===== src/design/arf_pkg.sv =====
// shared constants, register indexes and helpers of the aitken relaxation block
`timescale 1ns / 1ps

package arf_pkg;

    localparam int ARF_MAX_DOFS = 4096;
    localparam int DOF_W        = 12;
    localparam int DATA_W       = 32;
    localparam int DIV_W        = 64;
    localparam int CFG_IDX_W    = 2;
    localparam int COUNT_W      = 13;
    localparam int RSUM_W       = 48;

    // configuration register indexes
    localparam logic [CFG_IDX_W-1:0] REG_MODE          = 2'd0;
    localparam logic [CFG_IDX_W-1:0] REG_RESTART       = 2'd1;
    localparam logic [CFG_IDX_W-1:0] REG_RESTART_RELAX = 2'd2;

    // input function codes
    localparam logic FUNC_INIT = 1'b0;
    localparam logic FUNC_DOF  = 1'b1;

    localparam logic signed [63:0] ONE_Q30   = 64'sh0000_0000_4000_0000;
    localparam logic [63:0]        TWO_60    = 64'h1000_0000_0000_0000;
    localparam logic [63:0]        NU_CAP    = 64'h0000_0004_0000_0000;
    localparam logic signed [63:0] R48_MAX   = 64'sh0000_7FFF_FFFF_FFFF;
    localparam logic signed [63:0] R48_MIN   = -64'sh0000_8000_0000_0000;
    localparam logic [COUNT_W-1:0] COUNT_MAX = '1;

    function automatic logic signed [31:0] sat32(input logic signed [63:0] v);
        logic signed [31:0] r;
        if (v > 64'sh0000_0000_7FFF_FFFF)
            r = 32'sh7FFF_FFFF;
        else if (v < -64'sh0000_0000_8000_0000)
            r = 32'sh8000_0000;
        else
            r = v[31:0];
        return r;
    endfunction

endpackage


===== src/design/arf_div.sv =====
// radix-2 restoring divider, 128-bit dividend hi:lo by 64-bit divisor, one bit a cycle
`timescale 1ns / 1ps

module arf_div (
    input  logic                      clk,
    input  logic                      rst_n,
    input  logic                      start,
    input  logic [arf_pkg::DIV_W-1:0] hi,
    input  logic [arf_pkg::DIV_W-1:0] lo,
    input  logic [arf_pkg::DIV_W-1:0] den,
    output logic                      done,
    output logic [arf_pkg::DIV_W-1:0] quo
);
    import arf_pkg::*;

    localparam int CW = $clog2(DIV_W);

    logic          busy_reg;
    logic          done_reg;
    logic [CW-1:0] cnt_reg;
    logic [DIV_W-1:0] rem_reg;
    logic [DIV_W-1:0] lo_reg;
    logic [DIV_W-1:0] den_reg;
    logic [DIV_W-1:0] q_reg;
    logic [DIV_W-1:0] rem_sh;
    logic [DIV_W-1:0] rem_next;
    logic             qbit;

    always_comb
    begin
        rem_sh   = {rem_reg[DIV_W-2:0], lo_reg[DIV_W-1]};
        qbit     = rem_reg[DIV_W-1] | (rem_sh >= den_reg);
        rem_next = qbit ? rem_sh - den_reg : rem_sh;
    end

    always_ff @(posedge clk or negedge rst_n)
    begin
        if (!rst_n)
        begin
            busy_reg <= 1'b0;
            done_reg <= 1'b0;
            cnt_reg  <= '0;
        end
        else
        begin
            done_reg <= 1'b0;
            if (start)
            begin
                busy_reg <= 1'b1;
                cnt_reg  <= '0;
            end
            else if (busy_reg)
            begin
                cnt_reg <= cnt_reg + 1'b1;
                if (cnt_reg == CW'(DIV_W - 1))
                begin
                    busy_reg <= 1'b0;
                    done_reg <= 1'b1;
                end
            end
        end
    end

    always_ff @(posedge clk)
    begin
        if (start)
        begin
            rem_reg <= hi;
            lo_reg  <= lo;
            den_reg <= den;
            q_reg   <= '0;
        end
        else if (busy_reg)
        begin
            rem_reg <= rem_next;
            lo_reg  <= {lo_reg[DIV_W-2:0], 1'b0};
            q_reg   <= {q_reg[DIV_W-2:0], qbit};
        end
    end

    assign done = done_reg;
    assign quo  = q_reg;

endmodule

===== config.mk =====
export PLATFORM = sky130hd
export DESIGN_NAME = arf_div
export DESIGN_NICKNAME = d
export VERILOG_FILES = /design/src/design/arf_pkg.sv /design/src/design/arf_div.sv
export SDC_FILE = /design/constraint.sdc
export NUM_CORES = 1
export LEC_CHECK = 0
export BUFFER_PORTS_ARGS = -buffer_cell sky130_fd_sc_hd__buf_4
export CORE_MARGIN = 2
export CORE_UTILIZATION = 58
export CTS_BUF_LIST = sky130_fd_sc_hd__clkbuf_2
export DETAILED_ROUTE_END_ITERATION = 10
export PLACE_DENSITY = 0.82
export RECOVER_POWER = 25
export SYNTH_ARGS = -nofsm -noshare
export SYNTH_HDL_FRONTEND = slang
export SYNTH_SLANG_ARGS = --single-unit

===== constraint.sdc =====
create_clock -name clk -period 5.02 [get_ports clk]
set_input_delay 0.251 -clock clk [delete_from_list [all_inputs] [get_ports clk]]
set_output_delay 0.251 -clock clk [all_outputs]
set_load 0.05 [all_outputs]

==> flow_metrics.tcl <==
set metrics [dict create \
    dr.max_layer_used "met4" \
    track_usage 0.325 \
    cts_buffers 71 \
    slew_viol_final 138 \
    hold_viol 0 \
    synth_edf_count 192 \
    cts-root-buf "clkbuf_2" \
    synth_ff_type "edfxtp_1" \
    layout.nets 2146 \
    crit_required_ns 5.64 \
    start_util 0.587 \
    p_per_area_nw_per_um2 476 \
    drtIter0Drc 1070 \
    worstMarginPinSlew_ns 3.05 \
    grt_pass1_wl_um 68000 \
    min-delay-start "den[15]" \
    met3WireLength_um 3100 \
    place.gp.congestion 0.933 \
    maxCapViolCount 2 \
    synth.distinct_cells 75 \
    fin_worst_skew_ns 0.0892 \
    core_area_sq_um 25000 \
    outcome "finished with violations" \
    grt_pass1_vias 13400 \
    r2r_start "lo_reg[63]" \
    ir_drop_mv 0.254 \
    cts_buffer_depth 3 \
    fin_crit_sh 0.925 \
    final_core_util 0.791 \
    drt_pass1_iterations 6 \
    syn_avg_cell_area_sq_um 10.7 \
    start_kind "flop" \
    setup_viol 0 \
    synthCells 1379 \
    insertion_delay_ns 0.90 \
    dr_total_vias 12900 \
    synth_top_cell_area_share 0.392 \
    route.detailed.drc 0 \
    dp.cells 1909 \
    place_ws_ns 1.15 \
    ios 260 \
    layout-drive-gt1-share 0.257 \
    reg2reg_slack_ns 0.38 \
    drt_wl_total_um 43400 \
    cp-end-kind "flop" \
    clk_pin_slew_ns 0.11 \
    rsz0062_at_grt "no" \
    synth_warnings 0 \
    p_leak_uw 0.00898 \
    synth.top_cells.by_count "192 x edfxtp_1, 139 x nor2_1, 130 x a21oi_1" \
    antenna_found_initial 3 \
    yosys.area.top_type "edfxtp_1" \
    wl_per_cell_um 19.1 \
    synth.most_common_cell "edfxtp_1" \
    num_rows 58 \
    fmax_ghz 0.215 \
    slew_headroom -1.03 \
    ys_async_sr_fraction 0.0303 \
    port_buffers 259 \
    cts_max_level 3 \
    die_area_sq_um 26600 \
    hold_path.class "in2reg" \
    area_delta_synth_final_pct 34.8 \
    worstPathMaxFanout 20 \
    multi_input_area_sq_um 6710 \
    worstPathArrival_ns 5.26 \
    syn_nets 1640 \
    syn_area_sq_um 14700 \
    ys_ff_latch 264 \
    synthTopCellsByArea "edfxtp_1 39%, dfxtp_1 8.7%, mux2_2 6.7%, ha_1 5.5%, a21oi_1 4.4%" \
    worstSetupPathType "reg2reg" \
    dp.final_hpwl_um 25600 \
    die_w_um 163 \
    worstSetupStartpoint "lo_reg[63]" \
    fin_tns_setup_ns 0 \
    wl_met2_um 21700 \
    die-height_um 163 \
    timing.final.crit_period_ns 4.64 \
    cts_tree "done" \
    finalWorstSetupSlack_ns 0.378 \
    clkSinkCount 264 \
    grt-ovfl-total 0 \
    violations "capacitance limit, slew limit" \
    final_cells 2272 \
    ys_seq_area_frac 0.493 \
    routed_via_density 5.69 \
    ant_nets 0 \
    postCtsSetupRepairBufs 0 \
    fill_cells 1552 \
    wl_met1_um 16600 \
    grt_max_degree 94 \
    register_area_sq_um 7250 \
]
==> layout by cell type (no fill, tap or decap), types with 5 or more instances in the layout <==
master         netlist  final
a21oi_1            130    130
nand2b_1             5      5
a221oi_1             5      5
xnor2_1             36     36
o31ai_1              6      6
nor3_1              15     15
o21bai_1            14     14
mux2i_1             65     65
nor3b_1              6      6
buf_4                1    203
nand3_1             19     19
nor2b_1             13     13
inv_1              109    108
clkinv_1             0     16
nand4_1             17     17
ha_1                65     65
xor2_1              25     25
nand2_1             83     83
dlygate4sd3_1        0    233
a31oi_1              8      8
o21a_1               9      9
a211oi_1            27     27
or3_1                5      5
dfrtp_1              8      7
clkbuf_4             0     62
a221o_1              6      6
and3_1               6      6
mux2_2              87     86
dfxtp_1             64     64
clkbuf_2             0    103
a21o_1              36     36
edfxtp_1           192    192
o21ai_0             39     39
nor2_1             139    139
nor4_1               5      5
==> critical path, stage by stage, from the launching register on <==
cell and delay [ns]:
edfxtp_1 0.38, inv_1 0.07, ha_1 0.24, fa_1 0.43, nor2b_1 0.27, o21bai_1 0.18
a211oi_2 0.29, a311oi_2 0.11, o21ai_2 0.26, o21ai_2 0.12, o21ai_2 0.90, a21oi_1 0.25
mux2_2 0.34, dlygate4sd3_1 0.57
==> logic make-up (layout without fill, tap and decap cells) <==
logic type / after synthesis / after routing / synth area share
DFF: 264 / 264 / 0.493
and+or+nand+nor: 325 / 325 / 0.100
xor gates and xnor gates: 61 / 61 / 0.0364
muxes: 153 / 153 / 0.112
other: 0 / 4 / 0
adders and majority gates: 66 / 66 / 0.0567
buffers and inverters: 181 / 740 / 0.0502
AOI/OAI and AO/OA: 329 / 329 / 0.152
==> final timing paths <==
check	end	cells after the start
setup / recovery	rem_reg[9]	13
hold / removal	den_reg[15]	2
setup reg to reg	rem_reg[9]	13
hold reg to reg	quo[62]	2
max in group asynchronous	cnt_reg[0]	3
min in group asynchronous	cnt_reg[5]	3
==> through the flow <==
| stage | instance area, sq um | total power [uW] | hold slack [ns] |
|---|---|---|---|
| 6_report | 19800 | 9420 | 0.116 |
| 4_1_cts | 19800 | 9210 | 0.0275 |
| 5_1_grt | 19800 | 10000 | 0.0517 |
| 2_1_floorplan | 14700 | 6460 | -0.0446 |
| 3_3_place_gp | 16800 | 7320 | 0.0726 |
| 3_5_place_dp | 16800 | 7430 | 0.0748 |
==> layer usage <==
metal / vias up / GRT usage
met5: - / 0
met4: 0 / 0.169
met3: 177 / 0.0714
met2: 619 / 0.565
met1: 6076 / 0.377
li1: 6058 / -
==> layout make-up <==
type | instances | area share
Antenna cell | 4 | 0.000505
Clock buffer | 102 | 0.0258
Clock inverter | 24 | 0.00670
Inverter | 110 | 0.0210
Multi-Input combinational cell | 934 | 0.339
Sequential cell | 264 | 0.366
Tap cell | 330 | 0.0209
Timing Repair Buffer | 504 | 0.220
==> power breakdown <==
part / internal [uW] / switching, uW / leakage, uW
sequential: 2830 / 225 / 0.00260
combinational: 2050 / 2720 / 0.00590
clock: 566 / 1020 / 0.000482
total: 5450 / 3960 / 0.00898
==> what timing repair did <==
| action | 4_1_cts | 5_1_grt |
|---|---|---|
| gates resized for setup | 0 | 0 |
| hold endpoints to repair | 206 | 0 |
| hold buffers | 233 | 0 |
No activity file was read; power rests on OpenSTA's default activity.
